File: src/rtl/alif_pkg.sv
// ---------------------------------------------------------------------------
// alif_pkg
// Shared types and constants of the adjacent line intersection filter.
// ---------------------------------------------------------------------------
package alif_pkg;

   localparam int FRAC_BITS   = 16;
   localparam int DATA_W      = 32;
   localparam int DIFF_W      = DATA_W + 1;
   localparam int DIV_W       = DIFF_W + FRAC_BITS;
   localparam int QUEUE_DEPTH = 2;
   localparam int CSR_INDEX_W = 1;

   localparam logic [CSR_INDEX_W-1:0] CSR_HALF_SIDE   = 1'd0;
   localparam logic [CSR_INDEX_W-1:0] CSR_SIDE_SELECT = 1'd1;

   localparam logic [1:0] SIDE_XHI_YLO = 2'd0;
   localparam logic [1:0] SIDE_XHI_YHI = 2'd1;
   localparam logic [1:0] SIDE_XLO_YHI = 2'd2;
   localparam logic [1:0] SIDE_XLO_YLO = 2'd3;

   typedef struct packed {
      logic                     pair;
      logic                     last;
      logic signed [DIFF_W-1:0] num;
      logic signed [DIFF_W-1:0] den;
      logic signed [DATA_W-1:0] prev_slope;
      logic signed [DATA_W-1:0] prev_intercept;
   } line_cmd_type;

   typedef struct packed {
      logic signed [DATA_W-1:0] half_side;
      logic [1:0]               side_select;
   } cfg_type;

endpackage

File: src/rtl/alif_if.sv
// ---------------------------------------------------------------------------
// alif_if
// Valid/ready channels of the filter: line input, point output, CSR write.
// ---------------------------------------------------------------------------
interface alif_req_if;
   import alif_pkg::*;
   logic                     valid;
   logic                     ready;
   logic signed [DATA_W-1:0] slope;
   logic signed [DATA_W-1:0] intercept;
   logic                     last_line;

   modport source (output valid, output slope, output intercept, output last_line,
                   input ready);
   modport sink (input valid, input slope, input intercept, input last_line,
                 output ready);
endinterface

interface alif_rsp_if;
   import alif_pkg::*;
   logic                     valid;
   logic                     ready;
   logic signed [DATA_W-1:0] point_x;
   logic signed [DATA_W-1:0] point_y;
   logic                     has_point;
   logic                     end_of_list;

   modport source (output valid, output point_x, output point_y, output has_point,
                   output end_of_list, input ready);
   modport sink (input valid, input point_x, input point_y, input has_point,
                 input end_of_list, output ready);
endinterface

interface alif_csr_if;
   import alif_pkg::*;
   logic                   valid;
   logic                   ready;
   logic [CSR_INDEX_W-1:0] index;
   logic [DATA_W-1:0]      data;

   modport source (output valid, output index, output data, input ready);
   modport sink (input valid, input index, input data, output ready);
endinterface

File: src/rtl/alif_front.sv
// ---------------------------------------------------------------------------
// alif_front
// Accepts lines, keeps the previous line, forms differences and classifies.
// ---------------------------------------------------------------------------
module alif_front (
   input  logic                  clock,
   input  logic                  reset,
   alif_req_if.sink              req_bus,
   output logic                  push_valid,
   input  logic                  push_ready,
   output alif_pkg::line_cmd_type push_cmd
);
   import alif_pkg::*;

   logic signed [DATA_W-1:0] prev_slope_ff, prev_slope_in;
   logic signed [DATA_W-1:0] prev_intercept_ff, prev_intercept_in;
   logic                     have_prev_ff, have_prev_in;
   logic                     accept;

   always_comb begin
      push_cmd.den = {req_bus.slope[DATA_W-1], req_bus.slope}
                   - {prev_slope_ff[DATA_W-1], prev_slope_ff};
      push_cmd.num = {prev_intercept_ff[DATA_W-1], prev_intercept_ff}
                   - {req_bus.intercept[DATA_W-1], req_bus.intercept};
      push_cmd.pair           = have_prev_ff && (push_cmd.den != '0);
      push_cmd.last           = req_bus.last_line;
      push_cmd.prev_slope     = prev_slope_ff;
      push_cmd.prev_intercept = prev_intercept_ff;

      req_bus.ready = push_ready;
      accept        = req_bus.valid && push_ready;
      push_valid    = req_bus.valid && (push_cmd.pair || push_cmd.last);

      prev_slope_in     = prev_slope_ff;
      prev_intercept_in = prev_intercept_ff;
      have_prev_in      = have_prev_ff;
      if (accept) begin
         prev_slope_in     = req_bus.slope;
         prev_intercept_in = req_bus.intercept;
         have_prev_in      = !req_bus.last_line;
      end
   end

   always_ff @(posedge clock) begin
      if (reset) begin
         have_prev_ff      <= 1'b0;
         prev_slope_ff     <= '0;
         prev_intercept_ff <= '0;
      end else begin
         have_prev_ff      <= have_prev_in;
         prev_slope_ff     <= prev_slope_in;
         prev_intercept_ff <= prev_intercept_in;
      end
   end

endmodule

File: src/rtl/alif_queue.sv
// ---------------------------------------------------------------------------
// alif_queue
// Short FIFO of classified lines between front and back.
// ---------------------------------------------------------------------------
module alif_queue (
   input  logic                   clock,
   input  logic                   reset,
   input  logic                   push_valid,
   output logic                   push_ready,
   input  alif_pkg::line_cmd_type push_cmd,
   output logic                   pop_valid,
   input  logic                   pop_ready,
   output alif_pkg::line_cmd_type pop_cmd
);
   import alif_pkg::*;

   localparam int PTR_W = (QUEUE_DEPTH > 1) ? $clog2(QUEUE_DEPTH) : 1;
   localparam int CNT_W = $clog2(QUEUE_DEPTH + 1);

   line_cmd_type     entry_ff [QUEUE_DEPTH];
   logic [PTR_W-1:0] wr_ptr_ff, wr_ptr_in;
   logic [PTR_W-1:0] rd_ptr_ff, rd_ptr_in;
   logic [CNT_W-1:0] count_ff, count_in;
   logic             do_push, do_pop;

   always_comb begin
      push_ready = count_ff != CNT_W'(QUEUE_DEPTH);
      pop_valid  = count_ff != '0;
      pop_cmd    = entry_ff[rd_ptr_ff];
      do_push    = push_valid && push_ready;
      do_pop     = pop_valid && pop_ready;

      wr_ptr_in = wr_ptr_ff;
      rd_ptr_in = rd_ptr_ff;
      count_in  = count_ff;
      if (do_push) begin
         wr_ptr_in = (wr_ptr_ff == PTR_W'(QUEUE_DEPTH - 1)) ? '0 : wr_ptr_ff + 1'b1;
      end
      if (do_pop) begin
         rd_ptr_in = (rd_ptr_ff == PTR_W'(QUEUE_DEPTH - 1)) ? '0 : rd_ptr_ff + 1'b1;
      end
      if (do_push && !do_pop) begin
         count_in = count_ff + 1'b1;
      end else if (do_pop && !do_push) begin
         count_in = count_ff - 1'b1;
      end
   end

   always_ff @(posedge clock) begin
      if (do_push) begin
         entry_ff[wr_ptr_ff] <= push_cmd;
      end
   end

   always_ff @(posedge clock) begin
      if (reset) begin
         wr_ptr_ff <= '0;
         rd_ptr_ff <= '0;
         count_ff  <= '0;
      end else begin
         wr_ptr_ff <= wr_ptr_in;
         rd_ptr_ff <= rd_ptr_in;
         count_ff  <= count_in;
      end
   end

endmodule

File: src/rtl/alif_back.sv
// ---------------------------------------------------------------------------
// alif_back
// Restoring divide for x, multiply-add for y, side filter and result register.
// ---------------------------------------------------------------------------
module alif_back (
   input  logic                   clock,
   input  logic                   reset,
   input  alif_pkg::cfg_type      cfg,
   input  logic                   pop_valid,
   output logic                   pop_ready,
   input  alif_pkg::line_cmd_type pop_cmd,
   alif_rsp_if.source             rsp_bus
);
   import alif_pkg::*;

   localparam int CNT_W  = $clog2(DIV_W);
   localparam int SHR_W  = 2 * DATA_W - FRAC_BITS;
   localparam int SUM_W  = SHR_W + 1;

   typedef enum logic [2:0] {
      ST_IDLE, ST_DIV, ST_SAT, ST_MUL, ST_ADD, ST_DECIDE, ST_HOLD
   } state_type;

   state_type                  state_ff, state_in;
   line_cmd_type               cmd_ff, cmd_in;
   logic [DIFF_W-1:0]          rem_ff, rem_in;
   logic [DIFF_W-1:0]          den_ff, den_in;
   logic [DIV_W-1:0]           dq_ff, dq_in;
   logic                       neg_ff, neg_in;
   logic [CNT_W-1:0]           cnt_ff, cnt_in;
   logic signed [DATA_W-1:0]   x_ff, x_in;
   logic signed [DATA_W-1:0]   y_ff, y_in;
   logic signed [2*DATA_W-1:0] prod_ff, prod_in;
   logic                       valid_ff, valid_in;
   logic signed [DATA_W-1:0]   px_ff, px_in;
   logic signed [DATA_W-1:0]   py_ff, py_in;
   logic                       has_ff, has_in;
   logic                       eol_ff, eol_in;

   logic [DIFF_W:0]            trial;
   logic                       ge;
   logic [DIFF_W-1:0]          mag_num, mag_den;
   logic signed [SHR_W-1:0]    shifted;
   logic signed [SUM_W-1:0]    sum;
   logic                       want_x, want_y, kept;

   always_comb begin
      state_in = state_ff;
      cmd_in   = cmd_ff;
      rem_in   = rem_ff;
      den_in   = den_ff;
      dq_in    = dq_ff;
      neg_in   = neg_ff;
      cnt_in   = cnt_ff;
      x_in     = x_ff;
      y_in     = y_ff;
      prod_in  = prod_ff;
      valid_in = valid_ff;
      px_in    = px_ff;
      py_in    = py_ff;
      has_in   = has_ff;
      eol_in   = eol_ff;

      pop_ready = state_ff == ST_IDLE;

      mag_num = pop_cmd.num[DIFF_W-1] ? DIFF_W'(-pop_cmd.num) : DIFF_W'(pop_cmd.num);
      mag_den = pop_cmd.den[DIFF_W-1] ? DIFF_W'(-pop_cmd.den) : DIFF_W'(pop_cmd.den);

      trial = {rem_ff, dq_ff[DIV_W-1]};
      ge    = trial >= {1'b0, den_ff};

      shifted = prod_ff[2*DATA_W-1:FRAC_BITS];
      sum     = SUM_W'(shifted) + SUM_W'(cmd_ff.prev_intercept);

      want_x = (cfg.side_select == SIDE_XHI_YLO) || (cfg.side_select == SIDE_XHI_YHI);
      want_y = (cfg.side_select == SIDE_XHI_YHI) || (cfg.side_select == SIDE_XLO_YHI);
      kept   = ((x_ff >= cfg.half_side) == want_x) && ((y_ff >= cfg.half_side) == want_y);

      unique case (state_ff)
         ST_IDLE: begin
            if (pop_valid) begin
               cmd_in = pop_cmd;
               rem_in = '0;
               den_in = mag_den;
               dq_in  = {mag_num, {FRAC_BITS{1'b0}}};
               neg_in = pop_cmd.num[DIFF_W-1] ^ pop_cmd.den[DIFF_W-1];
               cnt_in = CNT_W'(DIV_W - 1);
               if (pop_cmd.pair) begin
                  state_in = ST_DIV;
               end else begin
                  px_in    = '0;
                  py_in    = '0;
                  has_in   = 1'b0;
                  eol_in   = 1'b1;
                  valid_in = 1'b1;
                  state_in = ST_HOLD;
               end
            end
         end
         ST_DIV: begin
            rem_in = ge ? DIFF_W'(trial - {1'b0, den_ff}) : trial[DIFF_W-1:0];
            dq_in  = {dq_ff[DIV_W-2:0], ge};
            cnt_in = cnt_ff - 1'b1;
            if (cnt_ff == '0) begin
               state_in = ST_SAT;
            end
         end
         ST_SAT: begin
            if (neg_ff) begin
               if ((|dq_ff[DIV_W-1:DATA_W]) || (dq_ff[DATA_W-1] && (|dq_ff[DATA_W-2:0]))) begin
                  x_in = {1'b1, {(DATA_W-1){1'b0}}};
               end else begin
                  x_in = DATA_W'(0) - dq_ff[DATA_W-1:0];
               end
            end else begin
               if (|dq_ff[DIV_W-1:DATA_W-1]) begin
                  x_in = {1'b0, {(DATA_W-1){1'b1}}};
               end else begin
                  x_in = dq_ff[DATA_W-1:0];
               end
            end
            state_in = ST_MUL;
         end
         ST_MUL: begin
            prod_in  = cmd_ff.prev_slope * x_ff;
            state_in = ST_ADD;
         end
         ST_ADD: begin
            if ((&sum[SUM_W-1:DATA_W-1]) || !(|sum[SUM_W-1:DATA_W-1])) begin
               y_in = sum[DATA_W-1:0];
            end else if (sum[SUM_W-1]) begin
               y_in = {1'b1, {(DATA_W-1){1'b0}}};
            end else begin
               y_in = {1'b0, {(DATA_W-1){1'b1}}};
            end
            state_in = ST_DECIDE;
         end
         ST_DECIDE: begin
            if (kept || cmd_ff.last) begin
               px_in    = kept ? x_ff : '0;
               py_in    = kept ? y_ff : '0;
               has_in   = kept;
               eol_in   = cmd_ff.last;
               valid_in = 1'b1;
               state_in = ST_HOLD;
            end else begin
               state_in = ST_IDLE;
            end
         end
         ST_HOLD: begin
            if (rsp_bus.ready) begin
               valid_in = 1'b0;
               state_in = ST_IDLE;
            end
         end
         default: begin
            state_in = ST_IDLE;
         end
      endcase
   end

   always_ff @(posedge clock) begin
      if (reset) begin
         state_ff <= ST_IDLE;
         valid_ff <= 1'b0;
      end else begin
         state_ff <= state_in;
         valid_ff <= valid_in;
      end
      cmd_ff  <= cmd_in;
      rem_ff  <= rem_in;
      den_ff  <= den_in;
      dq_ff   <= dq_in;
      neg_ff  <= neg_in;
      cnt_ff  <= cnt_in;
      x_ff    <= x_in;
      y_ff    <= y_in;
      prod_ff <= prod_in;
      px_ff   <= px_in;
      py_ff   <= py_in;
      has_ff  <= has_in;
      eol_ff  <= eol_in;
   end

   assign rsp_bus.valid       = valid_ff;
   assign rsp_bus.point_x     = px_ff;
   assign rsp_bus.point_y     = py_ff;
   assign rsp_bus.has_point   = has_ff;
   assign rsp_bus.end_of_list = eol_ff;

endmodule

File: src/rtl/adjacent_line_intersection_filter.sv
// ---------------------------------------------------------------------------
// adjacent_line_intersection_filter
// Intersects each line with the one before it and keeps points on one side.
//
// Channels: req_bus takes lines (slope, intercept, last_line) in signed
// Q16.16; rsp_bus returns points (point_x, point_y, has_point, end_of_list);
// csr_bus writes half_side (index 0) and side_select (index 1), always ready.
// Write the registers only while no line is in flight.
// A line with a previous, non-parallel partner leaves the queue, passes the
// bit-serial restoring divider, then the saturate, multiply, add and filter
// stages before its result shows. A last line with no partner passes from the
// queue straight to the result register as its end item. The back end works
// on one line at a time and takes no new line until it is done with the last
// and its result, if any, is taken; a two-entry queue lets the front
// keep taking lines while the back end is busy or a result waits.
// Reset clears the stored line, the queue, the registers and any pending
// result. When the receiver stalls, the result holds in its output register,
// the back end stops, and req_bus ready drops once the queue is full.
// ---------------------------------------------------------------------------
module adjacent_line_intersection_filter (
   input  logic       clock,
   input  logic       reset,
   alif_req_if.sink   req_bus,
   alif_rsp_if.source rsp_bus,
   alif_csr_if.sink   csr_bus
);
   import alif_pkg::*;

   cfg_type      cfg_ff, cfg_in;
   logic         push_valid, push_ready;
   line_cmd_type push_cmd;
   logic         pop_valid, pop_ready;
   line_cmd_type pop_cmd;

   assign csr_bus.ready = 1'b1;

   always_comb begin
      cfg_in = cfg_ff;
      if (csr_bus.valid) begin
         unique case (csr_bus.index)
            CSR_HALF_SIDE:   cfg_in.half_side   = csr_bus.data;
            CSR_SIDE_SELECT: cfg_in.side_select = csr_bus.data[1:0];
            default: begin
               cfg_in = cfg_ff;
            end
         endcase
      end
   end

   always_ff @(posedge clock) begin
      if (reset) begin
         cfg_ff <= '0;
      end else begin
         cfg_ff <= cfg_in;
      end
   end

   alif_front u_front (
      .clock      (clock),
      .reset      (reset),
      .req_bus    (req_bus),
      .push_valid (push_valid),
      .push_ready (push_ready),
      .push_cmd   (push_cmd)
   );

   alif_queue u_queue (
      .clock      (clock),
      .reset      (reset),
      .push_valid (push_valid),
      .push_ready (push_ready),
      .push_cmd   (push_cmd),
      .pop_valid  (pop_valid),
      .pop_ready  (pop_ready),
      .pop_cmd    (pop_cmd)
   );

   alif_back u_back (
      .clock     (clock),
      .reset     (reset),
      .cfg       (cfg_ff),
      .pop_valid (pop_valid),
      .pop_ready (pop_ready),
      .pop_cmd   (pop_cmd),
      .rsp_bus   (rsp_bus)
   );

endmodule
File: src/flat_wrapper.sv
// flat-port wrapper written by rule: the top's interface ports become plain ports
module adjacent_line_intersection_filter_flat import alif_pkg::*;
  (clock, reset, req_bus_valid, req_bus_slope, req_bus_intercept, req_bus_last_line, req_bus_ready, rsp_bus_valid, rsp_bus_point_x, rsp_bus_point_y, rsp_bus_has_point, rsp_bus_end_of_list, rsp_bus_ready, csr_bus_valid, csr_bus_index, csr_bus_data, csr_bus_ready);
  alif_req_if req_bus_i ();
  alif_rsp_if rsp_bus_i ();
  alif_csr_if csr_bus_i ();
  input  logic clock;
  input  logic reset;
  input wire logic [$bits(req_bus_i.valid)-1:0] req_bus_valid;
  input wire logic [$bits(req_bus_i.slope)-1:0] req_bus_slope;
  input wire logic [$bits(req_bus_i.intercept)-1:0] req_bus_intercept;
  input wire logic [$bits(req_bus_i.last_line)-1:0] req_bus_last_line;
  output wire logic [$bits(req_bus_i.ready)-1:0] req_bus_ready;
  output wire logic [$bits(rsp_bus_i.valid)-1:0] rsp_bus_valid;
  output wire logic [$bits(rsp_bus_i.point_x)-1:0] rsp_bus_point_x;
  output wire logic [$bits(rsp_bus_i.point_y)-1:0] rsp_bus_point_y;
  output wire logic [$bits(rsp_bus_i.has_point)-1:0] rsp_bus_has_point;
  output wire logic [$bits(rsp_bus_i.end_of_list)-1:0] rsp_bus_end_of_list;
  input wire logic [$bits(rsp_bus_i.ready)-1:0] rsp_bus_ready;
  input wire logic [$bits(csr_bus_i.valid)-1:0] csr_bus_valid;
  input wire logic [$bits(csr_bus_i.index)-1:0] csr_bus_index;
  input wire logic [$bits(csr_bus_i.data)-1:0] csr_bus_data;
  output wire logic [$bits(csr_bus_i.ready)-1:0] csr_bus_ready;
  assign req_bus_i.valid = req_bus_valid;
  assign req_bus_i.slope = req_bus_slope;
  assign req_bus_i.intercept = req_bus_intercept;
  assign req_bus_i.last_line = req_bus_last_line;
  assign req_bus_ready = req_bus_i.ready;
  assign rsp_bus_valid = rsp_bus_i.valid;
  assign rsp_bus_point_x = rsp_bus_i.point_x;
  assign rsp_bus_point_y = rsp_bus_i.point_y;
  assign rsp_bus_has_point = rsp_bus_i.has_point;
  assign rsp_bus_end_of_list = rsp_bus_i.end_of_list;
  assign rsp_bus_i.ready = rsp_bus_ready;
  assign csr_bus_i.valid = csr_bus_valid;
  assign csr_bus_i.index = csr_bus_index;
  assign csr_bus_i.data = csr_bus_data;
  assign csr_bus_ready = csr_bus_i.ready;
  adjacent_line_intersection_filter u_core (.clock(clock), .reset(reset), .req_bus(req_bus_i), .rsp_bus(rsp_bus_i), .csr_bus(csr_bus_i));
endmodule
File: config.mk
export PLATFORM = sky130hd
export DESIGN_NAME = adjacent_line_intersection_filter_flat
export DESIGN_NICKNAME = d
export VERILOG_FILES = /design/src/rtl/alif_pkg.sv /design/src/rtl/alif_if.sv /design/src/rtl/alif_front.sv /design/src/rtl/alif_queue.sv /design/src/rtl/alif_back.sv /design/src/rtl/adjacent_line_intersection_filter.sv /design/src/flat_wrapper.sv
export SDC_FILE = /design/constraint.sdc
export NUM_CORES = 2
export LEC_CHECK = 0
export BUFFER_PORTS_ARGS = -buffer_cell sky130_fd_sc_hd__buf_2
export CORE_ASPECT_RATIO = 0.6
export CORE_UTILIZATION = 36
export CTS_CLUSTER_DIAMETER = 150
export CTS_CLUSTER_SIZE = 40
export DETAILED_ROUTE_END_ITERATION = 8
export GPL_TIMING_DRIVEN = 0
export PLACE_DENSITY = 0.52
export SLEW_MARGIN = 20
export SYNTH_ARGS = -nofsm -noshare
export SYNTH_HDL_FRONTEND = slang
export SYNTH_SLANG_ARGS = --single-unit
File: constraint.sdc
create_clock -name clock -period 16.2 [get_ports clock]
set_input_delay 3.24 -clock clock [delete_from_list [all_inputs] [get_ports clock]]
set_output_delay 3.24 -clock clock [all_outputs]
set_load 0.05 [all_outputs]
After elaboration in Yosys (flattened, before gate mapping):

Memories as Yosys holds them, arrays and structs flattened. A register that Yosys moved wholly into a read port is not among the register bits.
Index checks and enable logic that the tools add are counted.

* input bits: 103
* memories: 1
* flip-flop bits (word level): 488
* bits in writable memories: 264
* logic and storage cells: 148

Memory list
* u_core.u_queue.entry_ff: depth 2, bits a word 132, rd ports 1, clocked after Yosys merged registers in 1, write ports 1, line alif_queue.sv:20 `line_cmd_type entry_ff [QUEUE_DEPTH];`

* equality and inequality tests: 16
* reduce and logical (&&, ||, !) cells: 40
* $mul: 1
* add/sub/neg operators: 12
* bitwise operators: 2
* order comparisons: 3
* muxes and demuxes: 47

Operators with widths (count)
* 32-bit 2-to-1 mux: 12
* 32-bit case mux with 2 select lines: 2
* 33-bit 2-to-1 mux: 3
* 49-bit case mux with 2 select lines: 1
* 33-bit negation: 2
* 33-bit case mux with 2 select lines: 1
* 32-bit by 32-bit subtractor with 33-bit output: 2
* 32-bit greater-or-equal comparator: 2
* 32-bit by 32-bit multiplier with 64-bit output: 1
* 48-bit by 32-bit adder with 49-bit output: 1
* 49-bit 2-to-1 mux: 1
* 18-bit OR reduction: 2
* 34-bit by 33-bit greater-or-equal comparator with 1-bit output: 1
* 33-bit nonzero test: 1
* 33-bit subtractor: 1
* 1-bit by 32-bit subtractor with 32-bit output (first input constant): 1
* 31-bit OR reduction: 1
* 3-bit case mux with 7 select lines: 1
* 18-bit AND reduction: 1
* 17-bit OR reduction: 1
* 3-bit 2-to-1 mux: 5
* 1-bit 2-to-1 mux: 14
* 6-bit case mux with 2 select lines: 1
* 2-bit != test (second input constant): 5
* 29 further kinds: 58

Longest topological paths before layout:

* depth in word-level cells: 10
* mapped depth: 29
* gate-level depth less buffers: 28

Hierarchy:

Synthesis repeated with hierarchy kept, for this count alone.

* cells, all modules: 7171
* area total of the unflattened synthesis: 74536.5 um^2

By module, submodules not included
* alif_back: cells each 5719, area an instance 56815.7 um^2, times used 1
* alif_queue: cells each 435, area an instance 10078.4 um^2, times used 1
* alif_front: cells each 863, area an instance 6060.8 um^2, times used 1
* adjacent_line_intersection_filter: cells each 154, area an instance 1581.5 um^2, times used 1

Worst setup path after synthesis:

OpenSTA, ideal clock, no wires.

* path type: input to register
* start: input req_bus_slope[0]
* end: memory u_core.u_queue.entry_ff[0][0] (netlist name), enable pin
* stages: 13
* setup time: 0.786 ns
* path buffers: 0
* slack: 0.930 ns
* data arrival time: 14.484 ns
* data required time: 15.414 ns
* cell sequence: inv_1 -> ha_1 -> fa_1 -> nand2b_1 -> a21bo_2 -> a211oi_1 -> o31a_1 -> o211a_1 -> and4b_1 -> nor4b_1 -> nor4b_1 -> and4_1 -> nor3_1

RTL lines
* start, declared: line flat_wrapper.sv:10 `input wire logic [$bits(req_bus_i.slope)-1:0] req_bus_slope;`
* end, declared: line alif_queue.sv:20

Worst setup path after layout:

* start: register u_core.u_back.x_ff[9]
* end: register u_core.u_back.prod_ff[62], data pin

* cells in the longest elaborated chain, start to end: 1

Ends and longest elaborated chain
* start, declared: line alif_back.sv:31 `logic signed [DATA_W-1:0] x_ff, x_in;`
* start signal, assigned: line alif_back.sv:176 `x_ff <= x_in;`
* 32-bit by 32-bit multiplier with 64-bit output: line alif_back.sv:125 `prod_in = cmd_ff.prev_slope * x_ff;`
* end signal, assigned: line alif_back.sv:178 `prod_ff <= prod_in;`
* end, declared: line alif_back.sv:33 `logic signed [2*DATA_W-1:0] prod_ff, prod_in;`

No other way between the ends.
A chain may end at the register's enable or synchronous reset.

==> impl_metrics.toml <==
[floorplanning]
rows = 128
core-area_mm2 = 0.2036
die-area_mm2 = 0.2073
die_h_um = 353.1
io_pins = 172
die_w_um = 587.1
start_util = 0.3633

[logic_synthesis]
synth_flop_cell = "edfxtp_1"
async_flop_share = 0
yosysSeqAreaShare = 0.2847
synth.area.top_cells = "fa_1, edfxtp_1, ha_1, inv_1, and2_1"
syn_area_mm2 = 0.07395
synth_top_area_cell = "fa_1"
synth_cells = 7246
synth_top_area_frac = 0.2937
synth_fp_nets = 8831
synth.distinct_cells = 93
synth_edf_count = 629
ys_ff_latch = 737
ys_warn_count = 0
syn_avg_cell_area_um2 = 10.21

[clocking]
htreeDepth = 1
postCtsResizedCells = 0
cts_sinks = 737
cts_setup_buffers = 0
tritoncts = "built"
max-clock-path-buffers = 3
ctsHoldBuffers = 0
cts_root_buf = "clkbuf_16"
clk_pin_slew_ns = 0.16
numCtsBuffers = 23
clk_latency_ns = 0.70

[sta]
finalWorstPathRequiredPeriod_ns = 11.61
hold_violations = 0
worst_pin_slew_ns = 1.390
finalSetupViolations = 0
fin_crit_sh = 0.7164
fmax_mhz = 86.17
fin_skew_ns = 0.08706
final_max_slew_viol_count = 0
slew_headroom = 0.07017
grt_setup_unrepaired = "false"
setup-tns-final_ns = 0

[setup_path]
cp_data_arrival_time_ns = 12.01
cp_slowest_stage_delay_ns = 1.18
crit_slowest_cell = "edfxtp_1"
reg2reg_depth = 22
cp-end-kind = "flip-flop"
crit_fanout = 10
cp-start-kind = "flip-flop"
critPathMostFrequentCell = "fa_1"
critPathRequiredTime_ns = 16.61
path_cells = "clkbuf_1 > and2_1 > fa_1 > fa_1 > inv_1 > fa_1 > fa_1 > inv_1 > fa_1 > fa_1 > fa_1 > fa_1 > ha_1 > nand3_1 > o211ai_1 > o21ai_0 > a21boi_1 > nor2_1 > o2111ai_1 > a31oi_1 > o21a_1 > o311ai_1"
crit_type = "flip-flop to flip-flop"

[detailed_routing]
via_per_inst = 5.426
drt-wirelength-per-cell_um = 28.86
ant_nets = 0
dr_wl_met3_mm = 40.81
drtIter0Drc = 7139
route.met2.wl_mm = 104.3
met1_length_mm = 145.4
drt-total-wl_mm = 296.2
first_pass_iters = 7
drc = 0
vias = 55696
top_layer = "met5"

[final_layout]
ff_latch_area_mm2 = 0.02105
post-route-util = 0.3924
final_nets = 9076
area_delta_synth_final_pct = 8.005
drive_above_1_share = 0.05834
multi_input_area_mm2 = 0.04753
fillerInstances = 20141

[worst_hold_path]
min_path_type = "flip-flop to flip-flop"
whs_path_depth = 2

[grt]
grt_first_pass_wirelength_mm = 414.0
overflow = 0
antenna_found_initial = 70
grt_use_total = 0.2845
grt_pass1_vias = 52879
grt_max_degree = 64

[placement]
routabilityCongestion = 0.9959
dp_hpwl_mm = 249.3
portBuffers = 169

[status]
status = "finished, final reports clean"

[run]
drv_cap = 0
==> final timing paths <==
check                                        from                                  end  slack (ns)
setup / recovery  u_core.u_back.x_ff[9]$_DFFE_PP_  u_core.u_back.prod_ff[62]$_DFFE_PP_        4.59
hold / removal     u_core.cfg_ff[23]$_SDFFE_PP0P_       u_core.cfg_ff[23]$_SDFFE_PP0P_        0.47
setup reg to reg  u_core.u_back.x_ff[9]$_DFFE_PP_  u_core.u_back.prod_ff[62]$_DFFE_PP_        4.59
hold reg to reg    u_core.cfg_ff[23]$_SDFFE_PP0P_       u_core.cfg_ff[23]$_SDFFE_PP0P_        0.47
==> cells in the mapped netlist, types with 67 or more instances <==
library cell	count
dfxtp_1	108
o21ai_0	179
nor3_1	92
mux2_2	70
ha_1	397
edfxtp_1	629
mux2i_1	85
inv_1	1139
nand3_1	67
nand2_1	894
xnor2_1	132
nor2_1	267
fa_1	1085
a21oi_1	344
a21o_1	108
and2_1	610
xor2_1	91
clkbuf_1	284
==> kinds of logic after synthesis <==
family,after synthesis,share of synthesized area
xor gates and xnor gates,223,0.02641
muxes,156,0.02232
other,1,0.00005071
buffers and inverters,1462,0.07463
and+or+nand+nor,2221,0.1482
AOI/OAI and AO/OA,964,0.08281
adders and majority gates,1482,0.3609
DFF,737,0.2847
==> cells in the final DEF (no fill, tap or decap), types with 19 or more instances in the layout <==
| master | Yosys | routed |
|---|---|---|
| nand2b_1 | 48 | 48 |
| mux2i_1 | 85 | 83 |
| dfxtp_1 | 108 | 108 |
| and2_1 | 610 | 609 |
| o311ai_1 | 21 | 21 |
| or3_1 | 22 | 22 |
| buf_4 | 1 | 21 |
| fa_1 | 1085 | 1084 |
| buf_1 | 20 | 19 |
| nand3_1 | 67 | 67 |
| clkbuf_2 | 0 | 26 |
| clkbuf_16 | 0 | 23 |
| nor4_1 | 20 | 20 |
| a21o_1 | 108 | 108 |
| nand4_1 | 42 | 42 |
| xnor2_1 | 132 | 127 |
| a211oi_1 | 20 | 19 |
| and3_1 | 35 | 35 |
| nor2b_1 | 39 | 39 |
| o21a_1 | 40 | 40 |
| inv_1 | 1139 | 1138 |
| nor3_1 | 92 | 91 |
| nand2_1 | 894 | 893 |
| o21ai_0 | 179 | 178 |
| ha_1 | 397 | 397 |
| a31oi_1 | 37 | 36 |
| clkbuf_1 | 284 | 272 |
| o211ai_1 | 19 | 19 |
| mux2_2 | 70 | 70 |
| nor2_1 | 267 | 264 |
| edfxtp_1 | 629 | 629 |
| xor2_1 | 91 | 90 |
| a21oi_1 | 344 | 344 |
| diode_2 | 0 | 27 |
| o21bai_1 | 30 | 30 |
| buf_2 | 15 | 186 |
==> worst max-delay path, delay by kind of cell, from the launching register on <==
kind / cells / cell delay, ns
adders and majority gates: 9 / 4.56
buffers and inverters: 3 / 1.11
and+or+nand+nor: 3 / 0.65
AOI/OAI and AO/OA: 7 / 3.73
DFF: 1 / 1.18
==> per-layer routing <==
| layer | track usage | up-vias |
|---|---|---|
| met2 | 0.3428 | 2858 |
| met5 | 0 | - |
| met3 | 0.1058 | 258 |
| met1 | 0.4664 | 28656 |
| met4 | 0.04777 | 10 |
| li1 | - | 23914 |
==> registers in the layout, summed over array words and instances, names as in the netlist, 33 cells and up, named ones only <==
signal                   cells
u_core.u_back.cmd_ff        65
u_core.u_back.dq_ff         49
u_core.u_queue.entry_ff    264
u_core.u_back.prod_ff       48
u_core.u_back.rem_ff        33
u_core.u_back.den_ff        33
u_core.cfg_ff               34
==> metrics by stage <==
step	std cells	worst slack, ns	instance area (um^2)	hold WS (ns)
2_1_floorplan	7246	0.9299	73950	0.4363
3_3_place_gp	10145	-7.302	78210	0.4448
3_5_place_dp	10194	5.046	79040	0.4505
4_1_cts	10236	4.932	79750	0.4673
5_1_grt	10243	4.569	79810	0.4886
6_report	10265	4.595	79870	0.4671
==> final cells by class <==
| type | count | share of cell area |
|---|---|---|
| clock buffers | 37 | 0.007864 |
| flip-flops and latches | 737 | 0.2636 |
| inverters | 1141 | 0.05370 |
| clock inverters | 5 | 0.001050 |
| plain buffers | 321 | 0.01588 |
| multi-input cells | 5047 | 0.5951 |
| diodes | 27 | 0.0008459 |
| repair buffers | 220 | 0.01919 |
| well taps | 2730 | 0.04277 |
Power is not shown: default switching activity piles up to over one toggle a cycle in this logic, so the estimate is an artifact.
